--- src/design/disk_request_ring_queue_top_macros.svh ---
// Assertion macros for the request ring queue.
`ifndef DISK_REQUEST_RING_QUEUE_TOP_MACROS_SVH
`define DISK_REQUEST_RING_QUEUE_TOP_MACROS_SVH

// Condition a implies condition b in the same cycle.
`define DRRQ_ASSERT_NOW(label, clk, rst, a, b) \
  label: assert property (@(posedge clk) disable iff (rst) (a) |-> (b)) \
    else $error("Request queue check failed.");

// Condition a implies condition b in the next cycle.
`define DRRQ_ASSERT_NEXT(label, clk, rst, a, b) \
  label: assert property (@(posedge clk) disable iff (rst) (a) |=> (b)) \
    else $error("Request queue check failed.");

`endif

--- src/design/drrq_pkg.sv ---
// Package with the types and constants of the request ring queue.
`timescale 1ns / 1ps

package drrq_pkg;

  localparam int DEFAULT_QUEUE_DEPTH = 16;

  localparam int LBA_W    = 48;
  localparam int COUNT_W  = 16;
  localparam int BUF_W    = 64;
  localparam int STATUS_W = 8;
  localparam int SLOT_W   = 4;
  localparam int CAP_W    = 5;

  localparam logic [CAP_W-1:0] CAP_RESET = 5'd16;

  typedef enum logic [1:0] {
    FUNC_SUBMIT   = 2'd0,
    FUNC_FETCH    = 2'd1,
    FUNC_COMPLETE = 2'd2,
    FUNC_RELEASE  = 2'd3
  } func_t;

  typedef enum logic [1:0] {
    ERR_NONE       = 2'd0,
    ERR_FULL       = 2'd1,
    ERR_EMPTY      = 2'd2,
    ERR_WRONG_SLOT = 2'd3
  } err_t;

  typedef enum logic [1:0] {
    PH_FREE     = 2'd0,
    PH_QUEUED   = 2'd1,
    PH_INFLIGHT = 2'd2,
    PH_DONE     = 2'd3
  } phase_t;

  typedef enum logic [3:0] {
    S_IDLE,
    S_SUBMIT,
    S_FETCH,
    S_FETCH_DATA,
    S_COMPLETE,
    S_REL_CHECK,
    S_REL_WALK,
    S_REL_RECLAIM
  } state_t;

  typedef struct packed {
    logic [LBA_W-1:0]   lba;
    logic [COUNT_W-1:0] sector_count;
    logic               is_write;
    logic [BUF_W-1:0]   buffer_addr;
  } entry_t;

  typedef struct packed {
    logic   mem_we;
    logic   stat_we;
    logic   ph_we;
    phase_t ph_val;
    logic   wp_step;
    logic   fp_step;
    logic   rp_step;
    logic   pend_inc;
    logic   pend_dec;
    logic   done_inc;
    logic   done_dec;
    logic   walk_load;
    logic   walk_step;
    logic   report;
    err_t   rep_err;
  } ctl_t;

endpackage

--- src/design/disk_request_ring_queue_top.sv ---
// Top level of the request ring queue: sequencer, slot memories and pointers.
`timescale 1ns / 1ps
`include "disk_request_ring_queue_top_macros.svh"

// The host issues one command at a time on start/func and the payload ports.
// A command is taken at a clock edge where start is high and busy is low.
// Each command gives one result, shown for exactly one cycle while done is
// high; the receiver cannot stall, so the result must be taken in that cycle.
// Submit and complete report from their own state, from which done is
// registered; a successful fetch also passes through S_FETCH_DATA for the
// registered read of the slot memory. Release checks the named slot, walks
// the done slots from the release pointer to it and reclaims released slots,
// one slot per cycle through the shared pointer stepper. Busy falls in the
// cycle in which done is high, so the next command can be taken in it.
// The capacity register is written on its own channel (cfg_valid, cfg_ready,
// cfg_data). The user must write it only while no command is in progress;
// the block does not enforce this. cfg_ready is always high. Reset clears
// all pointers and counts, marks every slot free and sets the capacity to 16.
// Slot contents are not cleared.
module disk_request_ring_queue_top #(
  parameter int QUEUE_DEPTH = drrq_pkg::DEFAULT_QUEUE_DEPTH
) (
  input  logic                           clk,
  input  logic                           rst,
  input  logic                           start,
  output logic                           busy,
  input  logic [1:0]                     func,
  input  logic [drrq_pkg::LBA_W-1:0]     lba,
  input  logic [drrq_pkg::COUNT_W-1:0]   sector_count,
  input  logic                           is_write,
  input  logic [drrq_pkg::BUF_W-1:0]     buffer_addr,
  input  logic [drrq_pkg::STATUS_W-1:0]  completion_status,
  input  logic [drrq_pkg::SLOT_W-1:0]    slot,
  output logic                           done,
  output logic                           ok,
  output drrq_pkg::err_t                 error_code,
  output logic [drrq_pkg::SLOT_W-1:0]    slot_index,
  output logic [drrq_pkg::LBA_W-1:0]     out_lba,
  output logic [drrq_pkg::COUNT_W-1:0]   out_sector_count,
  output logic                           out_is_write,
  output logic [drrq_pkg::BUF_W-1:0]     out_buffer_addr,
  output logic [drrq_pkg::STATUS_W-1:0]  out_status,
  input  logic                           cfg_valid,
  output logic                           cfg_ready,
  input  logic [drrq_pkg::CAP_W-1:0]     cfg_data
);

  import drrq_pkg::*;

  localparam int PTR_W = $clog2(QUEUE_DEPTH);
  localparam int CNT_W = $clog2(QUEUE_DEPTH + 1);

  state_t state;
  state_t state_next;
  ctl_t   ctl;

  logic [CAP_W-1:0]    capacity;
  logic [CNT_W-1:0]    eff_cap;
  logic [PTR_W-1:0]    write_ptr;
  logic [PTR_W-1:0]    fetch_ptr;
  logic [PTR_W-1:0]    release_ptr;
  logic [CNT_W-1:0]    pend_cnt;
  logic [CNT_W-1:0]    done_cnt;
  logic [CNT_W:0]      occupancy;
  phase_t              phase [QUEUE_DEPTH];
  logic [PTR_W-1:0]    phase_addr;
  phase_t              ph_rd;

  entry_t              req_entry;
  logic [STATUS_W-1:0] req_status;
  logic [SLOT_W-1:0]   req_slot;
  logic [PTR_W-1:0]    slot_idx;
  logic                slot_in_range;

  entry_t              req_mem [QUEUE_DEPTH];
  logic [STATUS_W-1:0] stat_mem [QUEUE_DEPTH];
  entry_t              rd_entry;
  logic [STATUS_W-1:0] rd_status;

  logic [PTR_W-1:0]    walk_pos;
  logic [CNT_W-1:0]    walk_rem;
  logic [PTR_W-1:0]    step_in;
  logic [PTR_W-1:0]    step_out;

  logic full;
  logic fetch_good;
  logic cpl_good;
  logic rel_good;
  logic walk_hit;
  logic walk_last;
  logic reclaim_go;

  function automatic logic [PTR_W-1:0] step_ptr(input logic [PTR_W-1:0] p,
                                                input logic [CNT_W-1:0] cap);
    logic [PTR_W:0] n;
    n = {1'b0, p} + (PTR_W + 1)'(1);
    if (n >= (PTR_W + 1)'(cap)) begin
      return '0;
    end
    return n[PTR_W-1:0];
  endfunction

  assign cfg_ready = 1'b1;
  assign busy      = (state != S_IDLE);

  always_comb begin
    if (capacity == '0) begin
      eff_cap = CNT_W'(1);
    end else if (int'(capacity) > QUEUE_DEPTH) begin
      eff_cap = CNT_W'(QUEUE_DEPTH);
    end else begin
      eff_cap = CNT_W'(capacity);
    end
  end

  assign occupancy     = {1'b0, pend_cnt} + {1'b0, done_cnt};
  assign full          = occupancy >= {1'b0, eff_cap};
  assign slot_idx      = PTR_W'(req_slot);
  assign slot_in_range = int'(req_slot) < QUEUE_DEPTH;

  always_comb begin
    unique case (state)
      S_SUBMIT:                    phase_addr = write_ptr;
      S_REL_CHECK, S_REL_WALK:     phase_addr = slot_idx;
      S_REL_RECLAIM:               phase_addr = release_ptr;
      default:                     phase_addr = fetch_ptr;
    endcase
  end

  assign ph_rd = phase[phase_addr];

  // One pointer stepper serves every pointer update and the window walk.
  always_comb begin
    unique case (state)
      S_SUBMIT:      step_in = write_ptr;
      S_REL_WALK:    step_in = walk_pos;
      S_REL_RECLAIM: step_in = release_ptr;
      default:       step_in = fetch_ptr;
    endcase
  end

  assign step_out = step_ptr(step_in, eff_cap);

  assign fetch_good = (pend_cnt != '0) && (ph_rd == PH_QUEUED);
  assign cpl_good   = (pend_cnt != '0) && (ph_rd == PH_INFLIGHT);
  assign rel_good   = slot_in_range && (done_cnt != '0) && (ph_rd == PH_DONE);
  assign walk_hit   = (walk_pos == slot_idx);
  assign walk_last  = (walk_rem == CNT_W'(1));
  assign reclaim_go = (done_cnt != '0) && (ph_rd == PH_FREE);

  always_comb begin
    state_next = state;
    unique case (state)
      S_IDLE: begin
        if (start) begin
          unique case (func_t'(func))
            FUNC_SUBMIT:   state_next = S_SUBMIT;
            FUNC_FETCH:    state_next = S_FETCH;
            FUNC_COMPLETE: state_next = S_COMPLETE;
            FUNC_RELEASE:  state_next = S_REL_CHECK;
            default:       state_next = S_IDLE;
          endcase
        end
      end
      S_SUBMIT:     state_next = S_IDLE;
      S_FETCH:      state_next = fetch_good ? S_FETCH_DATA : S_IDLE;
      S_FETCH_DATA: state_next = S_IDLE;
      S_COMPLETE:   state_next = S_IDLE;
      S_REL_CHECK:  state_next = rel_good ? S_REL_WALK : S_IDLE;
      S_REL_WALK: begin
        if (walk_hit) begin
          state_next = S_REL_RECLAIM;
        end else if (walk_last) begin
          state_next = S_IDLE;
        end
      end
      S_REL_RECLAIM: begin
        if (!reclaim_go) begin
          state_next = S_IDLE;
        end
      end
      default: state_next = S_IDLE;
    endcase
  end

  always_comb begin
    ctl = '0;
    ctl.ph_val  = PH_FREE;
    ctl.rep_err = ERR_NONE;
    unique case (state)
      S_SUBMIT: begin
        ctl.report = 1'b1;
        if (full) begin
          ctl.rep_err = ERR_FULL;
        end else begin
          ctl.mem_we   = 1'b1;
          ctl.ph_we    = 1'b1;
          ctl.ph_val   = PH_QUEUED;
          ctl.wp_step  = 1'b1;
          ctl.pend_inc = 1'b1;
        end
      end
      S_FETCH: begin
        if (pend_cnt == '0) begin
          ctl.report  = 1'b1;
          ctl.rep_err = ERR_EMPTY;
        end else if (!fetch_good) begin
          ctl.report  = 1'b1;
          ctl.rep_err = ERR_WRONG_SLOT;
        end else begin
          ctl.ph_we  = 1'b1;
          ctl.ph_val = PH_INFLIGHT;
        end
      end
      S_FETCH_DATA: begin
        ctl.report = 1'b1;
      end
      S_COMPLETE: begin
        ctl.report = 1'b1;
        if (pend_cnt == '0) begin
          ctl.rep_err = ERR_EMPTY;
        end else if (!cpl_good) begin
          ctl.rep_err = ERR_WRONG_SLOT;
        end else begin
          ctl.stat_we  = 1'b1;
          ctl.ph_we    = 1'b1;
          ctl.ph_val   = PH_DONE;
          ctl.fp_step  = 1'b1;
          ctl.pend_dec = 1'b1;
          ctl.done_inc = 1'b1;
        end
      end
      S_REL_CHECK: begin
        if (rel_good) begin
          ctl.walk_load = 1'b1;
        end else begin
          ctl.report  = 1'b1;
          ctl.rep_err = ERR_WRONG_SLOT;
        end
      end
      S_REL_WALK: begin
        if (walk_hit) begin
          ctl.ph_we  = 1'b1;
          ctl.ph_val = PH_FREE;
        end else if (walk_last) begin
          ctl.report  = 1'b1;
          ctl.rep_err = ERR_WRONG_SLOT;
        end else begin
          ctl.walk_step = 1'b1;
        end
      end
      S_REL_RECLAIM: begin
        if (reclaim_go) begin
          ctl.rp_step  = 1'b1;
          ctl.done_dec = 1'b1;
        end else begin
          ctl.report = 1'b1;
        end
      end
      default: begin
      end
    endcase
  end

  always_ff @(posedge clk) begin
    if (rst) begin
      state       <= S_IDLE;
      capacity    <= CAP_RESET;
      write_ptr   <= '0;
      fetch_ptr   <= '0;
      release_ptr <= '0;
      pend_cnt    <= '0;
      done_cnt    <= '0;
      done        <= 1'b0;
      for (int i = 0; i < QUEUE_DEPTH; i++) begin
        phase[i] <= PH_FREE;
      end
    end else begin
      state <= state_next;
      done  <= ctl.report;
      if (cfg_valid && cfg_ready) begin
        capacity <= cfg_data;
      end
      if (ctl.ph_we) begin
        phase[phase_addr] <= ctl.ph_val;
      end
      if (ctl.wp_step) begin
        write_ptr <= step_out;
      end
      if (ctl.fp_step) begin
        fetch_ptr <= step_out;
      end
      if (ctl.rp_step) begin
        release_ptr <= step_out;
      end
      if (ctl.pend_inc) begin
        pend_cnt <= pend_cnt + CNT_W'(1);
      end else if (ctl.pend_dec) begin
        pend_cnt <= pend_cnt - CNT_W'(1);
      end
      if (ctl.done_inc) begin
        done_cnt <= done_cnt + CNT_W'(1);
      end else if (ctl.done_dec) begin
        done_cnt <= done_cnt - CNT_W'(1);
      end
    end
  end

  always_ff @(posedge clk) begin
    if (state == S_IDLE && start) begin
      req_entry.lba          <= lba;
      req_entry.sector_count <= sector_count;
      req_entry.is_write     <= is_write;
      req_entry.buffer_addr  <= buffer_addr;
      req_status             <= completion_status;
      req_slot               <= slot;
    end
    if (ctl.walk_load) begin
      walk_pos <= release_ptr;
      walk_rem <= done_cnt;
    end else if (ctl.walk_step) begin
      walk_pos <= step_out;
      walk_rem <= walk_rem - CNT_W'(1);
    end
  end

  always_ff @(posedge clk) begin
    if (ctl.mem_we) begin
      req_mem[write_ptr] <= req_entry;
    end
    rd_entry <= req_mem[fetch_ptr];
  end

  always_ff @(posedge clk) begin
    if (ctl.stat_we) begin
      stat_mem[fetch_ptr] <= req_status;
    end
    rd_status <= stat_mem[slot_idx];
  end

  always_ff @(posedge clk) begin
    if (ctl.report) begin
      ok               <= (ctl.rep_err == ERR_NONE);
      error_code       <= ctl.rep_err;
      slot_index       <= '0;
      out_lba          <= '0;
      out_sector_count <= '0;
      out_is_write     <= 1'b0;
      out_buffer_addr  <= '0;
      out_status       <= '0;
      if (ctl.rep_err == ERR_NONE) begin
        unique case (state)
          S_SUBMIT: begin
            slot_index <= SLOT_W'(write_ptr);
          end
          S_FETCH_DATA: begin
            slot_index       <= SLOT_W'(fetch_ptr);
            out_lba          <= rd_entry.lba;
            out_sector_count <= rd_entry.sector_count;
            out_is_write     <= rd_entry.is_write;
            out_buffer_addr  <= rd_entry.buffer_addr;
          end
          S_COMPLETE: begin
            slot_index <= SLOT_W'(fetch_ptr);
          end
          S_REL_RECLAIM: begin
            slot_index <= req_slot;
            out_status <= rd_status;
          end
          default: begin
          end
        endcase
      end
    end
  end

  `DRRQ_ASSERT_NOW(a_done_when_idle, clk, rst, done, !busy)
  `DRRQ_ASSERT_NOW(a_occupancy_bound, clk, rst, 1'b1, occupancy <= (CNT_W + 1)'(QUEUE_DEPTH))
  `DRRQ_ASSERT_NEXT(a_accept_sets_busy, clk, rst, start && !busy, busy)

endmodule

--- config.mk ---
export PLATFORM = sky130hd
export DESIGN_NAME = disk_request_ring_queue_top
export DESIGN_NICKNAME = d
export VERILOG_FILES = /design/src/design/drrq_pkg.sv /design/src/design/disk_request_ring_queue_top.sv
export VERILOG_INCLUDE_DIRS = /design/src /design/src/design
export SDC_FILE = /design/constraint.sdc
export NUM_CORES = 2
export LEC_CHECK = 0
export BUFFER_PORTS_ARGS = -buffer_cell sky130_fd_sc_hd__buf_2
export CORE_UTILIZATION = 50
export DETAILED_ROUTE_END_ITERATION = 6
export HOLD_SLACK_MARGIN = 0.03
export PLACE_DENSITY = 0.66
export SYNTH_ARGS = -nofsm -noshare
export SYNTH_HDL_FRONTEND = slang
export SYNTH_SLANG_ARGS = --single-unit
export TNS_END_PERCENT = 100
--- constraint.sdc ---
create_clock -name clk -period 45.2 [get_ports clk]
set_input_delay 2.26 -clock clk [delete_from_list [all_inputs] [get_ports clk]]
set_output_delay 2.26 -clock clk [all_outputs]
set_load 0.02 [all_outputs]
After elaboration in Yosys (flattened, before gate mapping)
Memory sizes are Yosys's and may differ from the RTL's. A register that Yosys moved wholly into a read port is not among the register bits.
Index checks and enable logic that the tools add are counted.
{"block": "word_totals", "word_cells": 149, "in_bits": 152, "mem_bits_rw": 2224, "out_inout_bits": 147, "ff_bits": 326, "n_memories": 3}
{"block": "classes", "n_eq_ne": 18, "mux": 70, "magnitude_cmp": 3, "n_reduce_logical": 24, "n_addsub": 7}
{"name": "req_mem", "words": 16, "width": 129, "read_ports": 1, "rd_clocked_by_memory_dff": 1, "wr": 1, "line_no": "disk_request_ring_queue_top.sv:75", "rtl": "entry_t req_mem [QUEUE_DEPTH];"}
{"name": "stat_mem", "words": 16, "width": 8, "read_ports": 1, "rd_clocked_by_memory_dff": 1, "wr": 1, "line_no": "disk_request_ring_queue_top.sv:76", "rtl": "logic [STATUS_W-1:0] stat_mem [QUEUE_DEPTH];"}
{"name": "phase", "words": 16, "width": 2, "read_ports": 1, "rd_clocked_by_memory_dff": 0, "wr": 16, "line_no": "disk_request_ring_queue_top.sv:65", "rtl": "phase_t phase [QUEUE_DEPTH];"}
{"operator": "two-way mux 4 bit", "n": 13}
{"operator": "two-way mux 5 bit", "n": 8}
{"operator": "one-hot mux 4 bit (3 select lines)", "n": 3}
{"operator": "two-way mux 1 bit", "n": 26}
{"operator": "two-way mux 3 bit", "n": 8}
{"operator": "one-hot mux 4 bit (5 select lines)", "n": 1}
{"operator": "== test 4 x 3 -> 1 bit (second input constant)", "n": 4}
{"operator": "one-hot mux 4 bit (4 select lines)", "n": 1}
{"operator": "subtractor 5 x 1 -> 5 bit (second input constant)", "n": 3}
{"operator": "two-way mux 2 bit", "n": 7}
{"operator": "one-hot mux 3 bit (4 select lines)", "n": 1}
{"operator": "adder 5 x 1 -> 5 bit (second input constant)", "n": 2}
{"operator": "logical NOT 5 bit", "n": 2}
{"operator": "one-hot mux 2 bit (5 select lines)", "n": 1}
{"operator": "nonzero test 5 bit", "n": 2}
{"operator": "== test 2 bit (second input constant)", "n": 4}
{"operator": "== test 4 x 2 -> 1 bit (second input constant)", "n": 2}
{"operator": "adder 5 x 5 -> 6 bit", "n": 1}
{"operator": ">= comparator 6 x 5 -> 1 bit", "n": 1}
{"operator": "logical NOT 2 bit", "n": 3}
{"operator": "nonzero test 2 bit", "n": 3}
{"operator": "OR reduction 2 bit", "n": 3}
{"operator": "adder 4 x 1 -> 5 bit (second input constant)", "n": 1}
{"operator": "== test 5 x 1 -> 1 bit (second input constant)", "n": 1}
{"operator": "other kinds (14)", "n": 21}

Depth between registers and ports, before layout
An unclocked memory read counts as a cell.
{"block": "logic_depth", "word_depth": 14, "ltp_mapped": 20, "mapped_depth_nobuf": 18}

Worst setup path after synthesis
OpenSTA, ideal clock, no wires.
{"block": "synth_timing", "path_kind": "register -> register", "startpoint": "register done_cnt[0]", "endpoint": "memory req_mem[0][0] (netlist name) (enable)", "path_slack_ns": 28.117, "t_arrival_ns": 16.105, "setup_ns": 0.978, "required_time_ns": 44.222, "synth_period_minus_slack_ns": 17.083, "path_stages_with_launch": 14, "path_buffers": 1, "path_cell_list": "dfxtp_1 > ha_1 > inv_1 > fa_1 > inv_1 > ha_1 > a21o_1 > a21o_1 > a21oi_1 > o211ai_1 > nor3_1 > inv_1 > clkbuf_1 > nor4b_1"}
{"block": "synth_between", "elab_chain_len": 6}
{"element": "from (decl)", "line_no": "disk_request_ring_queue_top.sv:63", "rtl": "logic [CNT_W-1:0] done_cnt;"}
{"element": "from (signal assigned)", "line_no": "disk_request_ring_queue_top.sv:302", "rtl": "done_cnt <= done_cnt + CNT_W'(1);"}
{"element": "from (signal assigned)", "line_no": "disk_request_ring_queue_top.sv:304", "rtl": "done_cnt <= done_cnt - CNT_W'(1);"}
{"element": "adder 5 x 5 -> 6 bit", "line_no": "disk_request_ring_queue_top.sv:116", "rtl": "assign occupancy = {1'b0, pend_cnt} + {1'b0, done_cnt};"}
{"element": ">= comparator 6 x 5 -> 1 bit", "line_no": "disk_request_ring_queue_top.sv:117", "rtl": "assign full = occupancy >= {1'b0, eff_cap};"}
{"element": "two-way mux 1 bit", "line_no": "disk_request_ring_queue_top.sv:193", "rtl": "if (full) begin"}
{"element": "two-way mux 1 bit", "line_no": "disk_request_ring_queue_top.sv:190", "rtl": "unique case (state)"}
{"element": "two-way mux 1 bit", "line_no": "disk_request_ring_queue_top.sv:328", "rtl": "if (ctl.mem_we) begin"}
{"element": "two-way mux 1 bit (implied by the code)", "line_no": "disk_request_ring_queue_top.sv:329", "rtl": "req_mem[write_ptr] <= req_entry;"}
{"element": "to (decl)", "line_no": "disk_request_ring_queue_top.sv:75"}
No other way between the ends.

Worst setup path after layout
{"block": "layout_timing", "startpoint": "register done_cnt[0]", "endpoint": "memory req_mem[4][123] (netlist name) (enable)"}
The elaborated chain is that of the path after synthesis.

==> impl_results.md <==
* Status: complete, no violations
* EDFF count, synth at between 2000 and 3000
* Top_reg_cell synth: edfxtp_1
* Mean Syn Cell Area at ~23 µm²
* Arr. time, crit path at slightly below 7 ns
* Area Overhead vs Synth at 13.7%
* Horiz. Die Dim at about 450 µm
* Multi-input gate area at around 0.020 mm²
* I/O pin count at 299
* Setup Total Neg Slack at 0 ns
* Buf/Inv on CP at 6
* Final hold viol count at 0
* H-Tree Depth at 5
* Sink Count at around 2700
* HPWL after DPL at 119000 µm
* # port buffers at roughly 300
* Clock slew at reported path FFs at roughly 0.06 ns
* Die outline height at 448 µm
* Max Freq at 160 MHz
* PwrDens at around 46 mW/mm²
* Cell Chain, Critical Path: ha_1 > inv_1 > fa_1 > inv_1 > ha_1 > a21o_1 > a21o_1 > a21oi_1 > o211ai_1 > nor3_1 > inv_1 > buf_4 > nor3b_1 > and2_4 > buf_4 > buf_4
* CP max FO at between 40 and 50
* Startpoint class of the critical path: flop
* Nets at ~4900
* CTS tree: yes
* Clk Latency, worst-skew pair at between 0.9 and 1 ns
* Synth Cell Area at ~0.1 mm²
* Critical path class: flop to flop
* Total grt overflow at 0
* Warnings, synthesis at 0
* All-Layer GR Usage at 22.5%
* Total Wirelength at 223000 µm
* VDD IR max at ~0.047 mV
* # fillers at 14100
* Worst Clk Skew at slightly above 0.05 ns
* Initial antenna violation count at 22
* Worst hold slack at 0.509 ns
* Rows at around 160
* Mapped Nets at around 4400
* Total die area at 0.201 mm²
* Vias at 45000
* DRT Pass-1 Iters at 7
* Via/cell ratio at 5.96
* Synth cell types at 73
* Period utilization at 13.8%
* Asr flop ratio synth at 0%
* Largest net degree at the start of global routing at ~140
* Max-Cap Viols at 0
* Top Metal Used: met5
* Final-report setup violation count at 0
* Postcts setup bufs at 0
* Max_slew headroom at 15.3%
* Hold Startpoint: rd_entry[23]
* DP Worst Slack at 39.00 ns
* Antenna Nets Post-Route at 0
* Core Box Area at 0.198 mm²
* Critical Path Source: done_cnt[0]
* Clock buffer count from CTS at 290
* Worst path slowest cell: buf_4
* Sequential Area at around 0.079 mm²
* Seq cells post-synth at 2686
* Metal2 WL at 112000 µm
* Post-CTS Hold Fix Bufs at 0
* Syn Inst Count at 4242
* FF-to-FF Start: done_cnt[0]
* # DRC at 0
* Root buf cell: clkbuf_16
* Clk buf depth at 4
* RSZ-0062 raised after global routing: false
* Leakage at 35.9 nW
* GPL Wtd Cong at approximately 0.82
* Delay-heaviest family, CP: simple AND/OR/NAND/NOR gates
* Final setup margin at about 39 ns
* Share of cells above drive strength 1 at a little under a third
* CP required at ~46 ns
* Sequential share of the synthesized area at around 80%
* Min Tclk post-route at 6.25 ns
* Worst slew pin tran at 1.27 ns
* HP Class: flop to flop
* Starting Density at about 50%
* Crit end category: flop
* Slew Limit Fails at 0
* Crit-path max cell delay at about 0.73 ns
* Post-CTS resize count at 0
* First-pass GRT wire length at 323000 µm
* Met1 wire length at about 91000 µm
* Vias in the first global route at 46400
* DR WL met3 at 15000 µm
* DR WL/cell at 29.6 µm
* Starting DRC count in detailed routing at 4982
[worst paths after layout]
| check | end | slack, ns | cells after the start |
|---|---|---|---|
| setup reg to reg | req_mem[4][123] | 38.95 | 16 |
| hold / removal | out_buffer_addr[23] | 0.51 | 1 |
| hold reg to reg | out_buffer_addr[23] | 0.51 | 1 |
| setup / recovery | req_mem[4][123] | 38.95 | 16 |
[cells in the final DEF (no fill, tap or decap), types with 8 or more instances in the layout]
cell and count:
a21o_1 10, a21oi_1 28, a31o_2 16, and3_1 143, buf_2 297, buf_4 82, bufinv_16 12, clkbuf_1 81
clkbuf_16 295, clkbuf_8 23, clkinv_1 33, clkinv_2 36, dfxtp_1 164, diode_2 11, edfxtp_1 2518, ha_1 28
inv_1 22, inv_6 9, mux2i_1 35, mux4_2 685, nand2_1 43, nand2b_1 11, nand3_1 10, nor2_1 108
nor3_1 22, o211ai_1 8, o21ai_0 16, xnor2_1 13
[metrics by stage]
| stage | power [mW] | util, % | cell area (µm²) | std cells |
|---|---|---|---|---|
| 6_report | 5.20 | 57.3 | 113000 | 7553 |
| 5_1_grt | 5.35 | 57.3 | 113000 | 7550 |
| 4_1_cts | 5.24 | 57.3 | 113000 | 7542 |
| 3_5_place_dp | 3.03 | 52.8 | 104000 | 7038 |
| 3_3_place_gp | 3.03 | 52.8 | 104000 | 7038 |
| 2_1_floorplan | 2.96 | - | 99500 | 4242 |
[flip-flops by register name, summed over array words and instances, names as in the netlist, 2 cells and up]
signal            flops
capacity              5
done_cnt              5
error_code            2
fetch_ptr             4
out_buffer_addr      64
out_lba              48
out_sector_count     16
out_status            8
pend_cnt              5
phase                32
rd_entry            129
rd_status             8
release_ptr           4
req_entry           129
req_mem            2064
req_slot              4
req_status            8
slot_index            4
stat_mem            128
state                 3
walk_pos              4
walk_rem              5
write_ptr             4
[metal layers]
layer	vias up	GRT usage, %
met3	310	3.86
li1	18800	-
met1	24100	31.4
met2	1719	36.6
met5	-	0
met4	8	6.94
[where the power goes]
part	switching, mW	internal [mW]	total, mW
clock	0.919	1.31	2.22
sequential	0.0575	2.78	2.84
combinational	0.0881	0.0463	0.134
total	1.06	4.14	5.20
[worst register-to-register path, stage by stage (launching register included)]
cell      delay (ns)
dfxtp_1         0.46
ha_1            0.22
inv_1           0.06
fa_1            0.47
inv_1           0.04
ha_1            0.26
a21o_1          0.15
a21o_1          0.17
a21oi_1         0.15
o211ai_1        0.15
nor3_1          0.72
inv_1           0.11
buf_4           0.27
nor3b_1         0.51
and2_4          0.68
buf_4           0.59
buf_4           0.75
[logic make-up (layout without fill, tap and decap cells)]
kind of cell               count (synthesis)  after routing  share of synthesized area (%)
AOI/OAI and AO/OA                        129            129                          0.962
muxes                                    730            730                           16.0
adders and majority gates                 31             31                          0.412
xor gates and xnor gates                  18             18                          0.158
DFF                                     2686           2686                           79.4
other                                      1             12                        0.00377
buffers and inverters                    252            912                           1.01
and+or+nand+nor                          395            395                           2.13
[area by class of cell]
cell class	count	area share (%)
Inverter	23	0.0807
Tap cell	2640	2.92
Clock buffer	399	7.07
Antenna cell	11	0.0243
Multi-Input combinational cell	1304	17.4
Sequential cell	2686	69.8
Clock inverter	105	0.781
Timing Repair Buffer	385	1.96
[cells in the mapped netlist, drive strengths merged (18+ instances only)]
| cell | count | area, µm² |
|---|---|---|
| and3 | 145 | 907 |
| clkbuf | 174 | 653 |
| inv | 23 | 86.3 |
| nor3 | 26 | 135 |
| mux4 | 685 | 15400 |
| ha | 28 | 350 |
| mux2i | 35 | 350 |
| dfxtp | 168 | 3360 |
| edfxtp | 2518 | 75600 |
| a21oi | 28 | 140 |
| o21ai | 18 | 90.1 |
| nor2 | 109 | 412 |
| buf | 55 | 267 |
| nand2 | 43 | 161 |
(Power assumes the default switching activity.)
